[config.mk]
export PLATFORM = sky130hd
export DESIGN_NAME = smtp_reply_code_parser_core_flat
export DESIGN_NICKNAME = d
export VERILOG_FILES = /design/src/hdl/smtp_rcp_pkg.sv /design/src/hdl/smtp_rcp_in_if.sv /design/src/hdl/smtp_rcp_out_if.sv /design/src/hdl/smtp_reply_code_parser_core.sv /design/src/hdl/smtp_rcp_front.sv /design/src/hdl/smtp_rcp_back.sv /design/src/flat_wrapper.sv
export VERILOG_INCLUDE_DIRS = /design/src /design/src/hdl
export SDC_FILE = /design/constraint.sdc
export NUM_CORES = 1
export LEC_CHECK = 0
export ABC_AREA = 1
export BUFFER_PORTS_ARGS = -buffer_cell sky130_fd_sc_hd__buf_2
export CORE_MARGIN = 8
export CORE_UTILIZATION = 33
export CTS_CLUSTER_DIAMETER = 60
export DETAILED_ROUTE_END_ITERATION = 7
export GPL_TIMING_DRIVEN = 0
export PLACE_DENSITY = 0.54
export SLEW_MARGIN = 20
export SYNTH_ARGS = -nofsm -noshare
export SYNTH_HDL_FRONTEND = slang
export SYNTH_SLANG_ARGS = --single-unit
[constraint.sdc]
create_clock -name clk -period 3.9 [get_ports clk]
set_input_delay 0.195 -clock clk [delete_from_list [all_inputs] [get_ports clk]]
set_output_delay 0.195 -clock clk [all_outputs]
set_load 0.05 [all_outputs]
[src/hdl/smtp_reply_code_parser_core_assert.svh]
// Assertion macros shared by the SMTP reply-code parser modules.
`ifndef SMTP_REPLY_CODE_PARSER_CORE_ASSERT_SVH
`define SMTP_REPLY_CODE_PARSER_CORE_ASSERT_SVH

// Check a property on every clock edge outside reset.
`define SRCP_ASSERT(lbl, clk, rst, prop, msg) \
  lbl: assert property (@(posedge clk) disable iff (rst) (prop)) else $error(msg);

// Check that a condition in one cycle implies a consequence in the next cycle.
`define SRCP_ASSERT_NEXT(lbl, clk, rst, ante, cons, msg) \
  lbl: assert property (@(posedge clk) disable iff (rst) (ante) |=> (cons)) else $error(msg);

`endif

[src/hdl/smtp_rcp_pkg.sv]
// Types, constants and codes shared by the SMTP reply-code parser.
package smtp_rcp_pkg;

  localparam int MAX_LINE_BYTES = 4096;
  localparam int LB_W           = $clog2(MAX_LINE_BYTES);
  localparam int CODE_W         = 10;
  localparam int STATUS_W       = 3;
  localparam int CODE_DIGITS    = 3;

  localparam logic [7:0] BYTE_LF   = 8'h0A;
  localparam logic [7:0] BYTE_DASH = 8'h2D;
  localparam logic [7:0] BYTE_ZERO = 8'h30;
  localparam logic [7:0] BYTE_NINE = 8'h39;

  typedef enum logic [STATUS_W-1:0] {
    ST_OK        = 3'd0,
    ST_BAD_DIGIT = 3'd1,
    ST_MISMATCH  = 3'd2,
    ST_TOO_LONG  = 3'd3,
    ST_CLOSED    = 3'd4
  } status_t;

  // One result word as held in the queue.
  typedef struct packed {
    logic [CODE_W-1:0] reply_code;
    status_t           status;
  } result_t;

  // Write side of the result queue, front to back.
  typedef struct packed {
    logic    push;
    result_t res;
  } queue_wr_t;

endpackage

[src/hdl/smtp_rcp_in_if.sv]
// Input channel: received bytes and the link-closed flag.
interface smtp_rcp_in_if;
  logic       valid;
  logic       ready;
  logic [7:0] rx_byte;
  logic       link_closed;

  modport source (output valid, output rx_byte, output link_closed, input ready);
  modport sink (input valid, input rx_byte, input link_closed, output ready);
endinterface

[src/hdl/smtp_rcp_out_if.sv]
// Output channel: reply codes and status.
interface smtp_rcp_out_if;
  import smtp_rcp_pkg::*;
  logic                valid;
  logic                ready;
  logic [CODE_W-1:0]   reply_code;
  logic [STATUS_W-1:0] status;

  modport source (output valid, output reply_code, output status, input ready);
  modport sink (input valid, input reply_code, input status, output ready);
endinterface

[src/hdl/smtp_reply_code_parser_core.sv]
// Top level of the SMTP reply-code parser.
// Takes one received byte per cycle and emits, per byte, at most one word: the
// three-digit reply code when a reply's last line ends, or an error status
// (bad digit, code mismatch, line too long, link closed) at the byte that shows
// it. Bytes are accepted back to back at one per cycle unless the stream channel
// stalls; the front parser writes each result word into a two-entry result queue
// that drives the reply channel, and the stream channel stalls only while that
// queue is full because the reply channel is not taking words.
// A line is rejected once it reaches MAX_LINE_BYTES (4096) bytes without an LF.
module smtp_reply_code_parser_core (
  input  logic           clk,
  input  logic           rst,
  smtp_rcp_in_if.sink    stream,
  smtp_rcp_out_if.source reply
);
  import smtp_rcp_pkg::*;

  queue_wr_t wr;
  logic      space;

  // Classify bytes and update line state.
  smtp_rcp_front u_front (
    .clk    (clk),
    .rst    (rst),
    .stream (stream),
    .space  (space),
    .wr     (wr)
  );

  // Queue results and drive the reply channel.
  smtp_rcp_back u_back (
    .clk   (clk),
    .rst   (rst),
    .wr    (wr),
    .space (space),
    .reply (reply)
  );

endmodule

[src/hdl/smtp_rcp_front.sv]
// Front part: accepts bytes, tracks line and reply state, classifies results.
module smtp_rcp_front (
  input  logic                    clk,
  input  logic                    rst,
  smtp_rcp_in_if.sink             stream,
  input  logic                    space,
  output smtp_rcp_pkg::queue_wr_t wr
);
  import smtp_rcp_pkg::*;
  `include "smtp_reply_code_parser_core_assert.svh"

  logic [LB_W-1:0]   line_bytes, line_bytes_next;
  logic [CODE_W-1:0] line_code, line_code_next;
  logic [CODE_W-1:0] first_code, first_code_next;
  logic              reply_open, reply_open_next;
  logic              continues, continues_next;
  logic              skipping_line, skipping_line_next;

  logic              acc;
  logic              is_lf;
  logic              is_digit;
  logic [3:0]        digit;
  logic [13:0]       code_acc;
  logic [CODE_W-1:0] code_new;
  logic [LB_W:0]     lb_inc;
  logic              in_code;

  assign stream.ready = space;
  assign acc          = stream.valid && stream.ready;

  // Decode the byte.
  assign is_lf    = (stream.rx_byte == BYTE_LF);
  assign is_digit = (stream.rx_byte >= BYTE_ZERO) && (stream.rx_byte <= BYTE_NINE);
  assign digit    = 4'(stream.rx_byte - BYTE_ZERO);
  assign code_acc = ({4'b0, line_code} << 3) + ({4'b0, line_code} << 1) + 14'(digit);
  assign code_new = (line_bytes == '0) ? CODE_W'(digit) : code_acc[CODE_W-1:0];
  assign lb_inc   = {1'b0, line_bytes} + (LB_W+1)'(1);
  assign in_code  = (line_bytes < LB_W'(CODE_DIGITS));

  // Compute next state and the result of the accepted byte.
  always_comb begin
    line_bytes_next    = line_bytes;
    line_code_next     = line_code;
    first_code_next    = first_code;
    reply_open_next    = reply_open;
    continues_next     = continues;
    skipping_line_next = skipping_line;
    wr                 = '0;
    wr.res.status      = ST_OK;
    if (acc) begin
      if (stream.link_closed) begin
        line_bytes_next    = '0;
        line_code_next     = '0;
        first_code_next    = '0;
        reply_open_next    = 1'b0;
        continues_next     = 1'b0;
        skipping_line_next = 1'b0;
        wr.push            = 1'b1;
        wr.res.status      = ST_CLOSED;
      end else if (skipping_line) begin
        if (is_lf) begin
          skipping_line_next = 1'b0;
          line_bytes_next    = '0;
        end
      end else if (is_lf) begin
        line_bytes_next = '0;
        continues_next  = 1'b0;
        if (in_code) begin
          line_code_next  = '0;
          reply_open_next = 1'b0;
          wr.push         = 1'b1;
          wr.res.status   = ST_BAD_DIGIT;
        end else if (!continues) begin
          reply_open_next   = 1'b0;
          wr.push           = 1'b1;
          wr.res.reply_code = first_code;
        end
      end else if (in_code && !is_digit) begin
        line_bytes_next    = '0;
        line_code_next     = '0;
        reply_open_next    = 1'b0;
        continues_next     = 1'b0;
        skipping_line_next = 1'b1;
        wr.push            = 1'b1;
        wr.res.status      = ST_BAD_DIGIT;
      end else if (line_bytes == LB_W'(CODE_DIGITS - 1) && reply_open &&
                   code_new != first_code) begin
        line_bytes_next    = '0;
        line_code_next     = '0;
        reply_open_next    = 1'b0;
        continues_next     = 1'b0;
        skipping_line_next = 1'b1;
        wr.push            = 1'b1;
        wr.res.status      = ST_MISMATCH;
      end else begin
        // Accumulate the code digits and note the fourth character.
        if (in_code) begin
          line_code_next = code_new;
          if (line_bytes == LB_W'(CODE_DIGITS - 1)) begin
            first_code_next = code_new;
            reply_open_next = 1'b1;
            continues_next  = 1'b0;
          end
        end else if (line_bytes == LB_W'(CODE_DIGITS)) begin
          continues_next = (stream.rx_byte == BYTE_DASH);
        end
        // Advance the line count; drop the line when it runs too long.
        if (lb_inc >= (LB_W+1)'(MAX_LINE_BYTES)) begin
          line_bytes_next    = '0;
          line_code_next     = '0;
          reply_open_next    = 1'b0;
          continues_next     = 1'b0;
          skipping_line_next = 1'b1;
          wr.push            = 1'b1;
          wr.res.status      = ST_TOO_LONG;
        end else begin
          line_bytes_next = lb_inc[LB_W-1:0];
        end
      end
    end
  end

  // Hold the parser state.
  always_ff @(posedge clk) begin
    if (rst) begin
      line_bytes    <= '0;
      line_code     <= '0;
      first_code    <= '0;
      reply_open    <= 1'b0;
      continues     <= 1'b0;
      skipping_line <= 1'b0;
    end else begin
      line_bytes    <= line_bytes_next;
      line_code     <= line_code_next;
      first_code    <= first_code_next;
      reply_open    <= reply_open_next;
      continues     <= continues_next;
      skipping_line <= skipping_line_next;
    end
  end

  `SRCP_ASSERT(a_push_has_space, clk, rst, !wr.push || space, "result pushed into a full queue")
  `SRCP_ASSERT_NEXT(a_closed_clears, clk, rst, acc && stream.link_closed,
    line_bytes == '0 && !reply_open && !skipping_line && first_code == '0,
    "link close did not clear state")
  `SRCP_ASSERT(a_skip_not_open, clk, rst, !skipping_line || (!reply_open && !continues),
    "reply left open while skipping a line")
  `SRCP_ASSERT_NEXT(a_ok_after_lf, clk, rst, wr.push && wr.res.status == ST_OK,
    line_bytes == '0 && !reply_open, "ok result without closing the reply")

endmodule

[src/hdl/smtp_rcp_back.sv]
// Back part: two-entry result queue that drives the reply channel.
module smtp_rcp_back (
  input  logic                    clk,
  input  logic                    rst,
  input  smtp_rcp_pkg::queue_wr_t wr,
  output logic                    space,
  smtp_rcp_out_if.source          reply
);
  import smtp_rcp_pkg::*;
  `include "smtp_reply_code_parser_core_assert.svh"

  result_t    entries [2];
  logic       rd_ptr;
  logic       wr_ptr;
  logic [1:0] count, count_next;
  logic       pop;

  assign space       = (count != 2'd2);
  assign pop         = reply.valid && reply.ready;
  assign reply.valid = (count != 2'd0);
  assign reply.reply_code = entries[rd_ptr].reply_code;
  assign reply.status     = entries[rd_ptr].status;

  // Track the fill level.
  always_comb begin
    count_next = count;
    case ({wr.push, pop})
      2'b10:   count_next = count + 2'd1;
      2'b01:   count_next = count - 2'd1;
      default: count_next = count;
    endcase
  end

  // Advance pointers and count.
  always_ff @(posedge clk) begin
    if (rst) begin
      rd_ptr <= 1'b0;
      wr_ptr <= 1'b0;
      count  <= 2'd0;
    end else begin
      count <= count_next;
      if (wr.push) wr_ptr <= ~wr_ptr;
      if (pop) rd_ptr <= ~rd_ptr;
    end
  end

  // Store pushed words.
  always_ff @(posedge clk) begin
    if (wr.push) entries[wr_ptr] <= wr.res;
  end

  `SRCP_ASSERT(a_count_range, clk, rst, count <= 2'd2, "queue count out of range")
  `SRCP_ASSERT(a_ptr_match, clk, rst, (count == 2'd1) == (rd_ptr != wr_ptr),
    "queue pointers disagree with count")
  `SRCP_ASSERT_NEXT(a_full_holds, clk, rst, count == 2'd2 && !pop, count == 2'd2,
    "full queue lost a word without a pop")

endmodule
[src/flat_wrapper.sv]
// flat-port wrapper written by rule: the top's interface ports become plain ports
module smtp_reply_code_parser_core_flat import smtp_rcp_pkg::*;
  (clk, rst, stream_valid, stream_rx_byte, stream_link_closed, stream_ready, reply_valid, reply_reply_code, reply_status, reply_ready);
  smtp_rcp_in_if stream_i ();
  smtp_rcp_out_if reply_i ();
  input  logic clk;
  input  logic rst;
  input wire logic [$bits(stream_i.valid)-1:0] stream_valid;
  input wire logic [$bits(stream_i.rx_byte)-1:0] stream_rx_byte;
  input wire logic [$bits(stream_i.link_closed)-1:0] stream_link_closed;
  output wire logic [$bits(stream_i.ready)-1:0] stream_ready;
  output wire logic [$bits(reply_i.valid)-1:0] reply_valid;
  output wire logic [$bits(reply_i.reply_code)-1:0] reply_reply_code;
  output wire logic [$bits(reply_i.status)-1:0] reply_status;
  input wire logic [$bits(reply_i.ready)-1:0] reply_ready;
  assign stream_i.valid = stream_valid;
  assign stream_i.rx_byte = stream_rx_byte;
  assign stream_i.link_closed = stream_link_closed;
  assign stream_ready = stream_i.ready;
  assign reply_valid = reply_i.valid;
  assign reply_reply_code = reply_i.reply_code;
  assign reply_status = reply_i.status;
  assign reply_i.ready = reply_ready;
  smtp_reply_code_parser_core u_core (.clk(clk), .rst(rst), .stream(stream_i), .reply(reply_i));
endmodule
; Word level (Yosys, flattened, before mapping)
; Memories as Yosys holds them, arrays and structs flattened. A register that Yosys moved wholly into a read port is not among the register bits.
; Cells that the tools add are included.
[totals]
input_bits = 13
out_inout_bits = 15
n_memories = 1
reg_bits = 38
ramBits = 26
word_cells = 128
[op_classes]
addsub = 6
reduce_logical = 21
magnitude_cmp = 4
bitwise = 2
mux = 69
n_eq_ne = 16
[memory_table]
columns = memory, depth, word_bits, rd, rd_ports_with_merged_regs, write_ports, line
row1 = u_core.u_back.entries, 2, 13, 1, 1, 1, smtp_rcp_back.sv:12  ; result_t entries [2];
[op_table]
columns = cell, n
row1 = $mux W10, 11
row2 = $mux W12, 7
row3 = $mux W9, 8
row4 = $mux W1, 34
row5 = $mux W14, 2
row6 = $eq A12 B2 Y1 const B, 2
row7 = $add A12 B1 Y13 const B, 1
row8 = $ge A13 B13 Y1 const B, 1
row9 = $logic_not A12 Y1, 1
row10 = $lt A12 B2 Y1 const B, 1
row11 = $reduce_bool A6 Y1, 2
row12 = $mux W11, 1
row13 = $add A10 B10 Y10, 1
row14 = $add A10 B4 Y10, 1
row15 = $ne A10 B10 Y1, 1
row16 = $ne A2 B2 Y1 const B, 5
row17 = $eq A8 B4 Y1 const B, 1
row18 = $eq A8 B6 Y1 const B, 1
row19 = $ge A8 B6 Y1 const B, 1
row20 = $le A8 B6 Y1 const B, 1
row21 = $mux W2, 4
row22 = $reduce_and A4 Y1, 2
row23 = $reduce_bool A2 Y1, 4
row24 = $ne A7 B3 Y1 const B, 1
row25 = 17 further kinds, 24

; Logic depth before layout (Yosys ltp)
[logic_depth]
depth_word = 13
mapped_depth = 22

; Modules after synthesis
; Synthesis repeated with hierarchy kept, for this count alone.
[hier_totals]
hier_cells = 544
hier_area_um2 = 4077.7
[modules_own_cells]
columns = mod, area_per_inst_um2, n_inst, cells_per_inst
row1 = smtp_rcp_front, 2860.2, 1, 467
row2 = smtp_rcp_back, 1217.4, 1, 77

; Worst setup path after synthesis
; OpenSTA, ideal clock, no wires.
[synth_path]
path_kind = register -> register
from = register u_core.u_front.line_code[0]
to = memory u_core.u_back.entries[0][0] in the netlist's numbering, enable pin
t_required_ns = 3.518
path_stages_with_launch = 16
n_path_buf = 0
slack_ns = 0.723
arrival_time_ns = 2.795
path_cell_list = dfxtp_1 -> fa_1 -> fa_1 -> nand3_1 -> nand2_1 -> nand2_1 -> nand3_1 -> nand2_1 -> nand2_1 -> nand3_1 -> nor2_1 -> nand3_2 -> a21boi_4 -> nand3_1 -> nand2_1 -> nor2_1
[synth_via]
elab_chain_len = 13
[synth_lines]
columns = element, line
row1 = "start, declared", smtp_rcp_front.sv:13  ; logic [CODE_W-1:0] line_code, line_code_next;
row2 = "start signal, assigned", smtp_rcp_front.sv:134  ; line_code <= line_code_next;
row3 = $add A10 B10 Y10, smtp_rcp_front.sv:35  ; assign code_acc = ({4'b0, line_code} << 3) + ({4'b0, line_code} << 1) + 14'(digit);
row4 = $add A10 B4 Y10, smtp_rcp_front.sv:35
row5 = $mux W10, smtp_rcp_front.sv:36  ; assign code_new = (line_bytes == '0) ? CODE_W'(digit) : code_acc[CODE_W-1:0];
row6 = $ne A10 B10 Y1, smtp_rcp_front.sv:87  ; code_new != first_code) begin
row7 = $logic_and A1 B1 Y1, smtp_rcp_front.sv:86  ; end else if (line_bytes == LB_W'(CODE_DIGITS - 1) && reply_open &&
row8 = $mux W1, smtp_rcp_front.sv:86
row9 = $mux W1, smtp_rcp_front.sv:78  ; end else if (in_code && !is_digit) begin
row10 = $mux W1, smtp_rcp_front.sv:65  ; end else if (is_lf) begin
row11 = $mux W14, smtp_rcp_front.sv:60  ; end else if (skipping_line) begin
row12 = $mux W1, smtp_rcp_front.sv:51  ; if (stream.link_closed) begin
row13 = $mux W14, smtp_rcp_front.sv:50  ; if (acc) begin
row14 = $mux W1, smtp_rcp_back.sv:49  ; if (wr.push) entries[wr_ptr] <= wr.res;
row15 = $mux W1 (not written as such), smtp_rcp_back.sv:49
row16 = "end, declared", smtp_rcp_back.sv:12
; No other way between the ends.

; Final worst setup path
[layout_path]
from = register u_core.u_front.line_code[0]
to = register u_core.u_back.count[1]
[layout_via]
elab_chain_len = 13
[layout_lines]
columns = element, line
row1 = $add A10 B10 Y10 (*), smtp_rcp_front.sv:35
row2 = $add A10 B4 Y10 (*), smtp_rcp_front.sv:35
row3 = $mux W10 (*), smtp_rcp_front.sv:36
row4 = $ne A10 B10 Y1 (*), smtp_rcp_front.sv:87
row5 = $logic_and A1 B1 Y1 (*), smtp_rcp_front.sv:86
row6 = $mux W1 (*), smtp_rcp_front.sv:86
row7 = $mux W1 (*), smtp_rcp_front.sv:78
row8 = $mux W1 (*), smtp_rcp_front.sv:65
row9 = $mux W14 (*), smtp_rcp_front.sv:60
row10 = $mux W1 (*), smtp_rcp_front.sv:51
row11 = $mux W14 (*), smtp_rcp_front.sv:50
row12 = $eq A2 B1 Y1 or $eq A2 B2 Y1 (tied branches), smtp_rcp_back.sv:27  ; case ({wr.push, pop})
row13 = $pmux W2 S2 or $reduce_bool A2 Y1 (tied branches), -
row14 = "end signal, assigned", smtp_rcp_back.sv:41  ; count <= count_next;
row15 = "end, declared", smtp_rcp_back.sv:15  ; logic [1:0] count, count_next;
; Mark *: on every way between the ends. The rest lies on a longest branch, timed or not.
; A chain may end at the register's enable or synchronous reset.

==> flow_metrics.tcl <==
set metrics [dict create \
    critPathBufInv 1 \
    routed_via_density 4.97 \
    ir_drop_mv 0.206 \
    initial_core_util_pct 33.9 \
    power.total_mw 3.08 \
    num_rows 40 \
    p_seq_share_pct 29.2 \
    via_count 3671 \
    syn_nets 581 \
    synth.area.top_cells "dfxtp_1 19%, edfxtp_1 19%, nand2_1 12%" \
    insertion_delay_ps 330 \
    slowest_stage "fa_1" \
    pre_cts_slack_ps 122 \
    outcome "finished, final reports clean" \
    p_sw_mw 1.20 \
    fin_crit_ps 3540 \
    timing.final.ws_setup_ps 359 \
    ioPinCount 28 \
    drc 0 \
    drt-total-wl_mm 10.3 \
    finalSetupViolations 0 \
    grt_max_degree 14 \
    max_freq_mhz 282 \
    diodes 0 \
    critPathArrivalTime_ps 3810 \
    crit_path_start_kind "flop" \
    crit_path_end_kind "flop" \
    path_max_fanout 6 \
    relSlewSlack_pct 41.9 \
    avgSynthCellArea_um2 7.43 \
    place_congestion 0.891 \
    design_area_mm2 0.00477 \
    dpl-instance-area_mm2 0.00439 \
    netSwitchingFraction_pct 38.9 \
    fin_skew_ps 9.93 \
    antenna_left 0 \
    p_comb_share_pct 39.0 \
    ff2ff_setup_slack_ps 360 \
    cpLargestDelayFamily "simple AND/OR/NAND/NOR gates" \
    yosys.area.top_type "dfxtp_1" \
    clk_pin_slew_ps 50 \
    p_clk_share_pct 31.8 \
    wl_per_cell_um 13.9 \
    grt_antenna_before_repair 0 \
    synth.most_common_cell "nand2_1" \
    grt_usage_pct 13.0 \
    worst_pin_slew_ps 863 \
    first_global_vias 3406 \
    syn_to_final_growth_pct 17.2 \
    worstPathRequired_ps 4160 \
    period_share_pct 90.8 \
    numCtsBuffers 9 \
    whs_ps 208 \
    critPathMaxStageDelay_ps 490 \
    async_reset_ff_share_pct 0 \
    clockRootBuffer "clkbuf_16" \
    drv_cap 0 \
    synth_top_area_share_pct 19.2 \
    setup-tns-final_ps 0 \
    synth-edff-count 26 \
    cts_buffer_depth 2 \
    cts_max_level 3 \
    drt_iter0_drc 196 \
    overflow 0 \
    slew_viol_final 0 \
    path_class "flop to flop" \
    yosys-top-cells-count "127 x nand2_1, 76 x inv_1, 62 x nor2_1" \
    synthFlopType "dfxtp_1" \
    io_buffers 26 \
    rsz0062_at_grt "false" \
    internal-power_mw 1.88 \
    drive_above_1_share_pct 15.0 \
    synth_cells 548 \
    min_path_type "primary input to flop" \
    leakagePower_nw 2.03 \
    syn_area_mm2 0.00407 \
    seq_area_frac_synth_pct 38.3 \
    critical_path.cell_chain "fa_1 -> fa_2 -> nand3_1 -> nand3_1 -> nand3_1 -> nand2_1 -> nand2_1 -> nand3_1 -> nor2_1 -> nand3_2 -> a21boi_4 -> nand3_1 -> nand2_1 -> ha_1 -> inv_1 -> nand2_1 -> nor2_1 -> o21ai_0 -> a21oi_1" \
    grt_first_pass_wirelength_mm 16.8 \
    synth_seq_cells 65 \
    coreArea_mm2 0.0120 \
    hpwl_mm 8.00 \
    die_area_mm2 0.0162 \
    nets 620 \
    yosysWarnings 0 \
    crit_top_cell "nand3_1" \
    die_w_um 127 \
    cts_hold_buffers 0 \
    clock_sinks 65 \
    hold_viol_final 0 \
    fp.dieH_um 127 \
    drtPass1Iterations 5 \
    tritoncts "built" \
    synth.distinct_cells 36 \
    powerDensity_mw_per_mm2 645 \
]
-- cells by family (layout without fill, tap and decap cells) --
| kind of cell | count (synthesis) | after routing | synth area share, % |
|---|---|---|---|
| buffers and inverters | 92 | 136 | 9.28 |
| and+or+nand+nor | 299 | 299 | 34.0 |
| xor gates and xnor gates | 5 | 5 | 1.08 |
| adders and majority gates | 20 | 20 | 6.51 |
| muxes | 13 | 13 | 3.59 |
| AOI/OAI and AO/OA | 54 | 54 | 7.16 |
| DFF | 65 | 65 | 38.3 |
-- layout make-up --
cell class                 count  area [um2]
sequential                    65        1560
inverter                      78         293
fill                        1260        7240
buffer                        14        85.1
clock inverter                 6         131
tap                          147         184
timing repair buffer          28         145
multi-input combinational    391        2150
clock buffer                  10         229
-- worst paths after layout --
check                                                 from                             endpoint  cells past startpoint
setup reg to reg  u_core.u_front.line_code[0]$_SDFFE_PP0P_  u_core.u_back.count[1]$_SDFFE_PP0P_                     19
hold / removal                                 reply_ready    u_core.u_back.rd_ptr$_SDFFE_PP0P_                      4
setup / recovery  u_core.u_front.line_code[0]$_SDFFE_PP0P_  u_core.u_back.count[1]$_SDFFE_PP0P_                     19
hold reg to reg          u_core.u_back.rd_ptr$_SDFFE_PP0P_    u_core.u_back.rd_ptr$_SDFFE_PP0P_                      1
-- cells in the final DEF (no fill, tap or decap), types with 7 or more instances in the layout --
cell and n:
nor2_1 61, mux2_2 13, nand3_1 43, clkbuf_1 7
ha_1 18, nand2_1 127, buf_2 28, o21ai_0 10
nand4_1 24, inv_1 76, clkbuf_16 9, nor3_1 14
a21oi_1 39, edfxtp_1 26, dfxtp_1 39
-- state kept, by name (all words and copies together), names as in the netlist, named ones only --
name and flops:
u_core.u_front.line_code 9, u_core.u_back.wr_ptr 1, u_core.u_front.first_code 10, u_core.u_back.entries 26
u_core.u_front.reply_open 1, u_core.u_front.line_bytes 12, u_core.u_front.continues 1, u_core.u_back.rd_ptr 1
u_core.u_front.skipping_line 1, u_core.u_back.count 2
-- power groups by stage --
stage | combinational, mW | sequential, mW | clock (mW)
finish | 1.20 | 0.898 | 0.979
global route | 1.34 | 0.912 | 1.03
CTS | 1.20 | 0.900 | 0.998
detailed placement | 1.19 | 0.914 | 0
global placement | 1.18 | 0.909 | 0
floorplan | 0.936 | 0.892 | 0
-- per-stage QoR --
step / util [%] / std cells
2_1_floorplan: - / 548
3_5_place_dp: 36.5 / 721
3_3_place_gp: 36.5 / 721
5_1_grt: 39.8 / 739
6_report: 39.8 / 739
4_1_cts: 39.5 / 737
-- worst min-delay path, delay by kind of cell --
kind / cells / cell delay (ps)
buf+inv: 2 / 160
compound gates: 1 / 70
simple gates: 1 / 40
-- what timing repair did --
item                                    4_1_cts  5_1_grt
gates resized for setup                       0        2
endpoints found under the setup margin        0        1
setup buffers                                 0        2
-- layer usage --
layer | vias to the layer above | GRT usage [%] | routed length [um] | share of wire, %
met2 | 88 | 20.2 | 4520 | 44
met4 | 0 | 5.60 | 229 | 2.2
met3 | 14 | 3.12 | 530 | 5.2
met1 | 1684 | 16.9 | 4980 | 49
met5 | - | 0 | 0 | 0
li1 | 1885 | - | - | -
No activity file was read; power rests on OpenSTA's default activity.
